## src/hw/rtl/ffwp_pkg.sv

```systemverilog
package ffwp_pkg;

	// table size default and scan grid pitch
	localparam int TABLE_DEPTH_DEF = 16;
	localparam int GRID_STEP       = 8;

	// field widths
	localparam int DIM_W   = 13;
	localparam int FIELD_W = 16;
	localparam int SUM_W   = 15;
	localparam int PCT_W   = 7;
	localparam int PROD_W  = DIM_W + PCT_W;

	// shrink percentages
	localparam logic [PCT_W-1:0] PCT_FULL = 7'd100;
	localparam logic [PCT_W-1:0] PCT_STEP = 7'd10;
	localparam logic [PCT_W-1:0] PCT_LAST = 7'd40;

	// divide by 100 as multiply by ceil(2^27 / 100) and shift
	localparam int RECIP_W   = 21;
	localparam int DIV_SHIFT = 27;
	localparam logic [RECIP_W-1:0] DIV_RECIP = 21'd1342178;

	// register reset values
	localparam logic [DIM_W-1:0] SCREEN_W_RST = 13'd1920;
	localparam logic [DIM_W-1:0] SCREEN_H_RST = 13'd1080;
	localparam logic [DIM_W-1:0] MIN_W_RST    = 13'd200;
	localparam logic [DIM_W-1:0] MIN_H_RST    = 13'd120;

	typedef enum logic [1:0] {
		OP_CLEAR = 2'd0,
		OP_ADD   = 2'd1,
		OP_PLACE = 2'd2
	} ffwp_op_t;

	typedef enum logic [1:0] {
		CFG_SCREEN_W = 2'd0,
		CFG_SCREEN_H = 2'd1,
		CFG_MIN_W    = 2'd2,
		CFG_MIN_H    = 2'd3
	} ffwp_cfg_idx_t;

	typedef struct packed {
		logic [DIM_W-1:0] screen_width;
		logic [DIM_W-1:0] screen_height;
		logic [DIM_W-1:0] min_width;
		logic [DIM_W-1:0] min_height;
	} ffwp_cfg_t;

	typedef struct packed {
		logic signed [FIELD_W-1:0] left;
		logic signed [FIELD_W-1:0] top;
		logic [FIELD_W-1:0]        width;
		logic [FIELD_W-1:0]        height;
	} ffwp_entry_t;

	typedef struct packed {
		logic        en;
		ffwp_entry_t entry;
	} ffwp_wr_t;

	// candidate spot moving down the cell row
	typedef struct packed {
		logic             valid;
		logic             hit;
		logic [DIM_W-1:0] x;
		logic [DIM_W-1:0] y;
	} ffwp_cand_t;

endpackage

```

## src/hw/rtl/ffwp_cell.sv

```systemverilog
module ffwp_cell
	import ffwp_pkg::*;
#(
	parameter int TABLE_DEPTH = TABLE_DEPTH_DEF,
	parameter int IDX = 0,
	localparam int IW = (TABLE_DEPTH > 1) ? $clog2(TABLE_DEPTH) : 1,
	localparam int CW = $clog2(TABLE_DEPTH + 1)
) (
	input  logic             clk,
	input  logic             arst_n,
	input  ffwp_wr_t         wr,
	input  logic [IW-1:0]    wr_idx,
	input  logic [CW-1:0]    count,
	input  logic [DIM_W-1:0] try_w,
	input  logic [DIM_W-1:0] try_h,
	input  ffwp_cand_t       cand_in,
	output ffwp_cand_t       cand_out
);

	ffwp_entry_t entry_q;
	ffwp_cand_t  cand_q;

	logic              sel;
	logic              active;
	logic              overlap;
	logic signed [17:0] ax, ay, ar, ab, cx, cy, cr, cb;

	assign sel    = wr.en && (wr_idx == IW'(IDX));
	assign active = count > CW'(IDX);

	// half-open overlap of candidate against the stored rectangle
	always_comb begin
		ax = {{2{entry_q.left[FIELD_W-1]}}, entry_q.left};
		ay = {{2{entry_q.top[FIELD_W-1]}}, entry_q.top};
		ar = ax + $signed({2'b00, entry_q.width});
		ab = ay + $signed({2'b00, entry_q.height});
		cx = $signed({5'b0, cand_in.x});
		cy = $signed({5'b0, cand_in.y});
		cr = cx + $signed({5'b0, try_w});
		cb = cy + $signed({5'b0, try_h});
		overlap = (cx < ar) && (ax < cr) && (cy < ab) && (ay < cb);
	end

	// stored rectangle
	always_ff @(posedge clk) begin
		if (sel) begin
			entry_q <= wr.entry;
		end
	end

	// hand the candidate to the next cell
	always_ff @(posedge clk or negedge arst_n) begin
		if (!arst_n) begin
			cand_q <= '0;
		end else begin
			cand_q.valid <= cand_in.valid;
			cand_q.hit   <= cand_in.hit || (active && overlap);
			cand_q.x     <= cand_in.x;
			cand_q.y     <= cand_in.y;
		end
	end

	assign cand_out = cand_q;

endmodule

```

## src/hw/rtl/ffwp_seq.sv

```systemverilog
module ffwp_seq
	import ffwp_pkg::*;
#(
	parameter int TABLE_DEPTH = TABLE_DEPTH_DEF,
	localparam int IW = (TABLE_DEPTH > 1) ? $clog2(TABLE_DEPTH) : 1,
	localparam int CW = $clog2(TABLE_DEPTH + 1)
) (
	input  logic                      clk,
	input  logic                      arst_n,
	input  logic                      start,
	input  logic [1:0]                op,
	input  logic signed [FIELD_W-1:0] rect_x,
	input  logic signed [FIELD_W-1:0] rect_y,
	input  logic [FIELD_W-1:0]        rect_width,
	input  logic [FIELD_W-1:0]        rect_height,
	input  ffwp_cfg_t                 cfg,
	output logic                      busy,
	output ffwp_wr_t                  wr,
	output logic [IW-1:0]             wr_idx,
	output logic [CW-1:0]             count,
	output logic [DIM_W-1:0]          try_w,
	output logic [DIM_W-1:0]          try_h,
	output ffwp_cand_t                cand_in,
	input  ffwp_cand_t                cand_out,
	output logic [DIM_W-1:0]          place_x,
	output logic [DIM_W-1:0]          place_y,
	output logic [DIM_W-1:0]          place_width,
	output logic [DIM_W-1:0]          place_height,
	output logic                      fits,
	output logic                      table_full,
	output logic                      done
);

	localparam int FW = $clog2(TABLE_DEPTH + 2);

	typedef enum logic [2:0] {
		ST_IDLE,
		ST_MUL,
		ST_DIV,
		ST_CHECK,
		ST_SCAN
	} state_t;

	state_t            state_q;
	logic [CW-1:0]     count_q;
	logic [PCT_W-1:0]  pct_q;
	logic              gen_done_q;
	logic              found_q;
	logic [FW-1:0]     inflight_q;
	logic [DIM_W-1:0]  px_q, py_q, pw_q, ph_q;
	logic              fits_q, full_q, done_q;

	logic [DIM_W-1:0]  base_w_q, base_h_q;
	logic [PROD_W-1:0] prod_w_q, prod_h_q;
	logic [DIM_W-1:0]  quot_w_q, quot_h_q;
	logic [DIM_W-1:0]  try_w_q, try_h_q;
	logic [DIM_W-1:0]  gx_q, gy_q;
	logic [DIM_W-1:0]  fx_q, fy_q;

	logic                      accept;
	logic                      full;
	logic                      issue;
	logic                      free_hit;
	logic                      scan_end;
	logic [SUM_W-1:0]          nx, ny;
	logic                      x_fit, y_fit;
	logic [DIM_W-1:0]          clamp_w, clamp_h;
	logic [PROD_W+RECIP_W-1:0] quot_w_full, quot_h_full;

	assign accept   = start && (state_q == ST_IDLE);
	assign full     = count_q == CW'(TABLE_DEPTH);
	assign issue    = (state_q == ST_SCAN) && !gen_done_q && !found_q;
	assign free_hit = (state_q == ST_SCAN) && cand_out.valid && !cand_out.hit && !found_q;
	assign scan_end = (state_q == ST_SCAN) && (inflight_q == '0) && (found_q || gen_done_q);

	// next grid spot, along the row then down
	always_comb begin
		nx    = SUM_W'(gx_q) + SUM_W'(GRID_STEP);
		ny    = SUM_W'(gy_q) + SUM_W'(GRID_STEP);
		x_fit = (nx + SUM_W'(try_w_q)) <= SUM_W'(cfg.screen_width);
		y_fit = (ny + SUM_W'(try_h_q)) <= SUM_W'(cfg.screen_height);
	end

	// clamp request to the screen
	always_comb begin
		clamp_w = (rect_width > FIELD_W'(cfg.screen_width)) ? cfg.screen_width
			: rect_width[DIM_W-1:0];
		clamp_h = (rect_height > FIELD_W'(cfg.screen_height)) ? cfg.screen_height
			: rect_height[DIM_W-1:0];
	end

	assign quot_w_full = (PROD_W + RECIP_W)'(prod_w_q) * (PROD_W + RECIP_W)'(DIV_RECIP);
	assign quot_h_full = (PROD_W + RECIP_W)'(prod_h_q) * (PROD_W + RECIP_W)'(DIV_RECIP);

	// table write from an add or from a placed window
	always_comb begin
		wr.en = (accept && (op == OP_ADD) && !full) || (scan_end && found_q && !full);
		if (accept) begin
			wr.entry.left   = rect_x;
			wr.entry.top    = rect_y;
			wr.entry.width  = rect_width;
			wr.entry.height = rect_height;
		end else begin
			wr.entry.left   = $signed(FIELD_W'(fx_q));
			wr.entry.top    = $signed(FIELD_W'(fy_q));
			wr.entry.width  = FIELD_W'(try_w_q);
			wr.entry.height = FIELD_W'(try_h_q);
		end
	end

	assign wr_idx        = count_q[IW-1:0];
	assign count         = count_q;
	assign try_w         = try_w_q;
	assign try_h         = try_h_q;
	assign cand_in.valid = issue;
	assign cand_in.hit   = 1'b0;
	assign cand_in.x     = gx_q;
	assign cand_in.y     = gy_q;

	// control state and registered result
	always_ff @(posedge clk or negedge arst_n) begin
		if (!arst_n) begin
			state_q    <= ST_IDLE;
			count_q    <= '0;
			pct_q      <= PCT_FULL;
			gen_done_q <= 1'b0;
			found_q    <= 1'b0;
			inflight_q <= '0;
			px_q       <= '0;
			py_q       <= '0;
			pw_q       <= '0;
			ph_q       <= '0;
			fits_q     <= 1'b0;
			full_q     <= 1'b0;
			done_q     <= 1'b0;
		end else begin
			done_q <= 1'b0;
			unique case (state_q)
				ST_IDLE: begin
					if (start) begin
						unique case (op)
							OP_CLEAR: begin
								count_q <= '0;
							end
							OP_ADD: begin
								if (!full) begin
									count_q <= count_q + CW'(1);
								end else begin
									done_q <= 1'b1;
									px_q   <= '0;
									py_q   <= '0;
									pw_q   <= '0;
									ph_q   <= '0;
									fits_q <= 1'b0;
									full_q <= 1'b1;
								end
							end
							OP_PLACE: begin
								pct_q   <= PCT_FULL;
								state_q <= ST_MUL;
							end
							default: begin
							end
						endcase
					end
				end
				ST_MUL: begin
					state_q <= ST_DIV;
				end
				ST_DIV: begin
					state_q <= ST_CHECK;
				end
				ST_CHECK: begin
					if ((quot_w_q < cfg.min_width) || (quot_h_q < cfg.min_height)) begin
						done_q  <= 1'b1;
						px_q    <= '0;
						py_q    <= '0;
						pw_q    <= base_w_q;
						ph_q    <= base_h_q;
						fits_q  <= 1'b0;
						full_q  <= 1'b0;
						state_q <= ST_IDLE;
					end else begin
						gen_done_q <= 1'b0;
						found_q    <= 1'b0;
						inflight_q <= '0;
						state_q    <= ST_SCAN;
					end
				end
				ST_SCAN: begin
					inflight_q <= inflight_q + FW'(issue) - FW'(cand_out.valid);
					if (free_hit) begin
						found_q <= 1'b1;
					end
					if (issue && !x_fit && !y_fit) begin
						gen_done_q <= 1'b1;
					end
					if (scan_end) begin
						if (found_q) begin
							done_q  <= 1'b1;
							px_q    <= fx_q;
							py_q    <= fy_q;
							pw_q    <= try_w_q;
							ph_q    <= try_h_q;
							fits_q  <= 1'b1;
							full_q  <= full;
							state_q <= ST_IDLE;
							if (!full) begin
								count_q <= count_q + CW'(1);
							end
						end else if (pct_q == PCT_LAST) begin
							done_q  <= 1'b1;
							px_q    <= '0;
							py_q    <= '0;
							pw_q    <= base_w_q;
							ph_q    <= base_h_q;
							fits_q  <= 1'b0;
							full_q  <= 1'b0;
							state_q <= ST_IDLE;
						end else begin
							pct_q   <= pct_q - PCT_STEP;
							state_q <= ST_MUL;
						end
					end
				end
				default: begin
					state_q <= ST_IDLE;
				end
			endcase
		end
	end

	// sizing, grid walk and found spot
	always_ff @(posedge clk) begin
		if (accept && (op == OP_PLACE)) begin
			base_w_q <= clamp_w;
			base_h_q <= clamp_h;
		end
		prod_w_q <= PROD_W'(base_w_q) * PROD_W'(pct_q);
		prod_h_q <= PROD_W'(base_h_q) * PROD_W'(pct_q);
		quot_w_q <= quot_w_full[DIV_SHIFT +: DIM_W];
		quot_h_q <= quot_h_full[DIV_SHIFT +: DIM_W];
		if (state_q == ST_CHECK) begin
			try_w_q <= quot_w_q;
			try_h_q <= quot_h_q;
			gx_q    <= '0;
			gy_q    <= '0;
		end else if (issue) begin
			if (x_fit) begin
				gx_q <= nx[DIM_W-1:0];
			end else if (y_fit) begin
				gx_q <= '0;
				gy_q <= ny[DIM_W-1:0];
			end
		end
		if (free_hit) begin
			fx_q <= cand_out.x;
			fy_q <= cand_out.y;
		end
	end

	assign busy         = state_q != ST_IDLE;
	assign place_x      = px_q;
	assign place_y      = py_q;
	assign place_width  = pw_q;
	assign place_height = ph_q;
	assign fits         = fits_q;
	assign table_full   = full_q;
	assign done         = done_q;

endmodule

```

## src/hw/rtl/first_fit_window_placer.sv

```systemverilog
// channel   direction  transfer edge          payload
// command   in         start && !busy         op, rect_x, rect_y, rect_width, rect_height
// result    out        done (one cycle)       place_x, place_y, place_width, place_height,
//                                             fits, table_full
// config    in         cfg_valid && cfg_ready cfg_index, cfg_data
//
// clear and add take effect in the accept cycle; an add to a full table reports in the
// cycle after. a place request runs, per size try, the multiply, divide and check states,
// then issues grid spots into the cell row until the first free spot leaves it, and waits
// for the row to drain; at most seven tries. the cell row checks one spot per cycle.
// reset clears the table count and loads the register defaults; table entries are not
// cleared. busy is high while a place request runs; results cannot be stalled.
module first_fit_window_placer
	import ffwp_pkg::*;
#(
	parameter int TABLE_DEPTH = TABLE_DEPTH_DEF
) (
	input  logic                      clk,
	input  logic                      arst_n,
	input  logic                      start,
	output logic                      busy,
	input  logic [1:0]                op,
	input  logic signed [FIELD_W-1:0] rect_x,
	input  logic signed [FIELD_W-1:0] rect_y,
	input  logic [FIELD_W-1:0]        rect_width,
	input  logic [FIELD_W-1:0]        rect_height,
	input  logic                      cfg_valid,
	output logic                      cfg_ready,
	input  logic [1:0]                cfg_index,
	input  logic [DIM_W-1:0]          cfg_data,
	output logic                      done,
	output logic [DIM_W-1:0]          place_x,
	output logic [DIM_W-1:0]          place_y,
	output logic [DIM_W-1:0]          place_width,
	output logic [DIM_W-1:0]          place_height,
	output logic                      fits,
	output logic                      table_full
);

	localparam int IW = (TABLE_DEPTH > 1) ? $clog2(TABLE_DEPTH) : 1;
	localparam int CW = $clog2(TABLE_DEPTH + 1);

	ffwp_cfg_t        cfg_q;
	ffwp_wr_t         wr;
	logic [IW-1:0]    wr_idx;
	logic [CW-1:0]    count;
	logic [DIM_W-1:0] try_w, try_h;
	ffwp_cand_t       cand [0:TABLE_DEPTH];

	assign cfg_ready = 1'b1;

	// configuration registers
	always_ff @(posedge clk or negedge arst_n) begin
		if (!arst_n) begin
			cfg_q.screen_width  <= SCREEN_W_RST;
			cfg_q.screen_height <= SCREEN_H_RST;
			cfg_q.min_width     <= MIN_W_RST;
			cfg_q.min_height    <= MIN_H_RST;
		end else if (cfg_valid && cfg_ready) begin
			unique case (cfg_index)
				CFG_SCREEN_W: cfg_q.screen_width  <= cfg_data;
				CFG_SCREEN_H: cfg_q.screen_height <= cfg_data;
				CFG_MIN_W:    cfg_q.min_width     <= cfg_data;
				CFG_MIN_H:    cfg_q.min_height    <= cfg_data;
				default: begin
				end
			endcase
		end
	end

	// sequencer
	ffwp_seq #(
		.TABLE_DEPTH(TABLE_DEPTH)
	) u_seq (
		.clk         (clk),
		.arst_n      (arst_n),
		.start       (start),
		.op          (op),
		.rect_x      (rect_x),
		.rect_y      (rect_y),
		.rect_width  (rect_width),
		.rect_height (rect_height),
		.cfg         (cfg_q),
		.busy        (busy),
		.wr          (wr),
		.wr_idx      (wr_idx),
		.count       (count),
		.try_w       (try_w),
		.try_h       (try_h),
		.cand_in     (cand[0]),
		.cand_out    (cand[TABLE_DEPTH]),
		.place_x     (place_x),
		.place_y     (place_y),
		.place_width (place_width),
		.place_height(place_height),
		.fits        (fits),
		.table_full  (table_full),
		.done        (done)
	);

	// row of table cells, one stored rectangle each
	for (genvar k = 0; k < TABLE_DEPTH; k++) begin : g_cell
		ffwp_cell #(
			.TABLE_DEPTH(TABLE_DEPTH),
			.IDX        (k)
		) u_cell (
			.clk     (clk),
			.arst_n  (arst_n),
			.wr      (wr),
			.wr_idx  (wr_idx),
			.count   (count),
			.try_w   (try_w),
			.try_h   (try_h),
			.cand_in (cand[k]),
			.cand_out(cand[k+1])
		);
	end

endmodule

```

## config.mk

```make
export PLATFORM = sky130hd
export DESIGN_NAME = first_fit_window_placer
export DESIGN_NICKNAME = d
export VERILOG_FILES = /design/src/hw/rtl/ffwp_pkg.sv /design/src/hw/rtl/ffwp_cell.sv /design/src/hw/rtl/ffwp_seq.sv /design/src/hw/rtl/first_fit_window_placer.sv
export SDC_FILE = /design/constraint.sdc
export NUM_CORES = 2
export LEC_CHECK = 0
export ABC_AREA = 1
export BUFFER_PORTS_ARGS = -buffer_cell sky130_fd_sc_hd__buf_2
export CORE_ASPECT_RATIO = 1.4
export CORE_MARGIN = 10
export CORE_UTILIZATION = 30
export DETAILED_ROUTE_END_ITERATION = 12
export PLACE_DENSITY = 0.48
export RECOVER_POWER = 25
export REMOVE_ABC_BUFFERS = 1
export SLEW_MARGIN = 20
export SYNTH_ARGS = -nofsm -noshare
export SYNTH_HDL_FRONTEND = slang
export SYNTH_SLANG_ARGS = --single-unit
```

## constraint.sdc

```tcl
create_clock -name clk -period 7.5 [get_ports clk]
set_input_delay 1.5 -clock clk [delete_from_list [all_inputs] [get_ports clk]]
set_output_delay 1.5 -clock clk [all_outputs]
set_load 0.02 [all_outputs]
```

==> key figures <==
Setup path
  • CP endpoint kind: flip-flop
  • Crit path max-delay cell type: fa_1
  • CP arrival: 7.05 ns
  • Crit-path max cell delay: 0.62 ns
  • Max FO, Critical Path: 8
  • Buf/Inv on CP: 6
  • CP top delay family: adder cells
  • Startpoint Class: flip-flop
  • WS Path Type: reg -> reg
  • Critical path, cell by cell: inv_1, fa_1, inv_1, ha_1, inv_1, fa_1, inv_1, fa_1, fa_1, fa_1, inv_1, fa_1, inv_1, ha_1, nand2_1, nor2_1, nand2_1, o21ai_0, a21oi_1, o21ai_0, nand2_1, nand3_1, nand2_1
  • Worst path required time: 8.34 ns

Yosys
  • Synth unique cells: 60
  • Async S/R FF share, synth: 28.70%
  • Synth top area share: 25.10%
  • Synth top area cells: edfxtp_1 (25%), ha_1 (21%), nand2_1 (9.8%)
  • Avg Cell Area, Syn: 8.888 um^2
  • Seq/Total Area, Yosys: 35.46%
  • Most frequent cell after synthesis: nand2_1
  • Post-synth EDFFs: 1096
  • Mapped Cells: 14750
  • Synth warn: 0
  • Post-Syn Area: 0.1311 mm^2
  • Flops & latches, synth: 1655
  • Top cells by count, synth: nand2_1 (3415), ha_1 (2223), inv_1 (2070), a21oi_1 (1267), edfxtp_1 (1096)
  • Synth Flop Type: edfxtp_1
  • Largest area contributor in the netlist: edfxtp_1

Clock tree
  • Postcts setup bufs: 0
  • CTS tree: built
  • Worst-path clk slew: 0.06 ns
  • Cts hold-fix bufs: 0
  • CTS-repair resized insts: 0
  • Root buf cell: clkbuf_16
  • H-tree Lvls: 4
  • Sink Count: 1655
  • Worst-Skew Late Latency: 0.94 ns
  • Max Root-Sink Buffers: 4
  • TritonCTS Buffers: 194

Timing
  • Clock skew: 0.07115 ns
  • Final slew viol count: 149
  • Worst slew pin tran: 4.859 ns
  • Period minus WS final: 6.210 ns
  • Hold Fails Final Rpt: 0
  • Unrepaired setup endpoints after global routing: no
  • Max-slew headroom: -224.0%
  • WHS: 0.3516 ns
  • Period utilization: 82.80%
  • Setup violations, final: 0
  • Maximum clock frequency: 0.1610 GHz
  • Setup TNS: 0 ns
  • Final worst setup slack: 1.290 ns

Routing
  • Via Count: 103500
  • DR DRC count: 0
  • Drt first pass iters: 6
  • Post-Route WL: 469.4 mm
  • Post-route ant nets: 0
  • Vias per cell: 4.888
  • WL/cell: 22.16 um
  • Initial DRC Count: 6943

Placement
  • Placed cell count: 20780
  • PortBufs: 137
  • Post-Place Worst Slack: 1.245 ns
  • Final GP Congestion: 0.9007
  • HPWL after detailed placement: 350.1 mm

Global routing
  • Vias in the first global route: 105100
  • GRT Total Usage: 19.70%
  • Largest net degree at the start of global routing: 136
  • Total gr overflow: 0
  • First-pass GRT wire length: 683.5 mm
  • Initial antenna violation count: 82

Layout
  • Final nets: 17930
  • Fraction of layout cells with a size suffix above 1: 4.848%
  • Multi-input logic area: 0.07736 mm^2
  • Fin cells: 21180
  • # fillers: 45420
  • Storage element area: 0.04650 mm^2
  • Area grow syn2layout: 12.48%

Floorplan
  • Core footprint: 0.4359 mm^2
  • Rows: 287
  • Die H: 802.3 um
  • # IOs: 142
  • Die area: 0.4643 mm^2
  • Die X: 578.8 um
  • Initial Utilization: 30.08%

Hold path
  • Hold Crit Class: reg -> reg

Flow run
  • Max_cap viols: 3

Run status
  • Violated checks: max-capacitance violations, max-slew violations
  • Run status: complete, but fails checks
[placed cells by master, fill, tap and decap left out, types with 15 or more instances in the layout]
master     instances
nand2_1         3415
ha_1            2223
inv_1           2065
a21oi_1         1267
edfxtp_1        1096
nor2_1           793
nand3_1          779
dfrtp_1          457
o21ai_0          435
fa_1             418
xnor2_1          380
xor2_1           301
clkbuf_16        198
nor3_1           178
buf_4            145
buf_2            134
nand4_1          122
a21o_1           104
o21bai_1          99
dfxtp_1           84
o21a_1            53
o21ai_4           46
clkbuf_1          46
a31oi_1           45
clkinv_2          41
diode_2           36
nor2_4            36
o211ai_1          34
nand3b_1          31
nor4_1            30
conb_1            24
o221ai_1          21
and3_1            19
dfstp_2           18
bufinv_16         18
a211oi_1          16
o2111ai_1         15
clkbuf_8          15
[logic make-up after synthesis]
group | after synthesis | share of synthesized area [%]
adders and majority gates | 2641 | 27.59
xor gates and xnor gates | 681 | 4.549
other | 2 | 0.005727
buffers and inverters | 2148 | 6.199
DFF | 1655 | 35.46
AOI/OAI and AO/OA | 2186 | 9.200
and+or+nand+nor | 5440 | 16.99
[area by class of cell]
| type | instances | share of cell area, % |
|---|---|---|
| diodes | 36 | 0.06108 |
| multi-input cells | 10970 | 52.45 |
| well taps | 5780 | 4.903 |
| clock inverters | 112 | 0.8229 |
| clock buffers | 250 | 3.593 |
| inverters | 2079 | 5.293 |
| repair buffers | 298 | 1.346 |
| flip-flops and latches | 1655 | 31.53 |
[stage by stage]
| stage | util [%] | area (um^2) |
|---|---|---|
| 2_1_floorplan | - | 130900 |
| 3_3_place_gp | 32.31 | 140900 |
| 3_5_place_dp | 32.31 | 140900 |
| 4_1_cts | 33.81 | 147400 |
| 5_1_grt | 33.82 | 147400 |
| 6_report | 33.83 | 147500 |
[state kept, by name, indices dropped and copies added (netlist names), 11 cells and up]
name	flops
u_seq.try_w	13
g_cell.u_cell.entry_q	512
u_seq.base_h_q	13
u_seq.prod_h_q	19
u_seq.place_width	13
g_cell.u_cell.cand_out	352
u_seq.quot_h_q	13
g_cell.u_cell.ax	256
u_seq.try_h	13
u_seq.place_x	11
g_cell.u_cell.ay	256
u_seq.quot_w_q	13
u_seq.prod_w_q	19
cfg_q	52
u_seq.base_w_q	13
u_seq.place_height	13
[layer usage]
| metal | part of all wire [%] | track usage (%) | routed length, um |
|---|---|---|---|
| met5 | 0.020 | 0 | 94 |
| met4 | 4.6 | 7.915 | 21740 |
| met3 | 4.6 | 2.043 | 21460 |
| met2 | 51 | 36.22 | 239300 |
| met1 | 40 | 23.29 | 186900 |
[final timing paths]
path	startpoint	end	slack (ns)	cells past startpoint
worst max-delay path	u_seq.prod_h_q[5]	u_seq.quot_h_q[11]	1.29	23
worst min-delay path	g_cell[10].u_cell.cand_out[27]	g_cell[11].u_cell.cand_out[27]	0.35	0
worst max register to register	u_seq.prod_h_q[5]	u_seq.quot_h_q[11]	1.29	23
worst min register to register	g_cell[10].u_cell.cand_out[27]	g_cell[11].u_cell.cand_out[27]	0.35	0
max in group asynchronous	arst_n	g_cell[14].u_cell.cand_out[26]	1.48	2
min in group asynchronous	arst_n	u_seq.place_y[3]	2.28	1
Power is left out: the tool's default activity adds up to more than one toggle a clock period on the data nets, which glitch-free logic cannot reach.
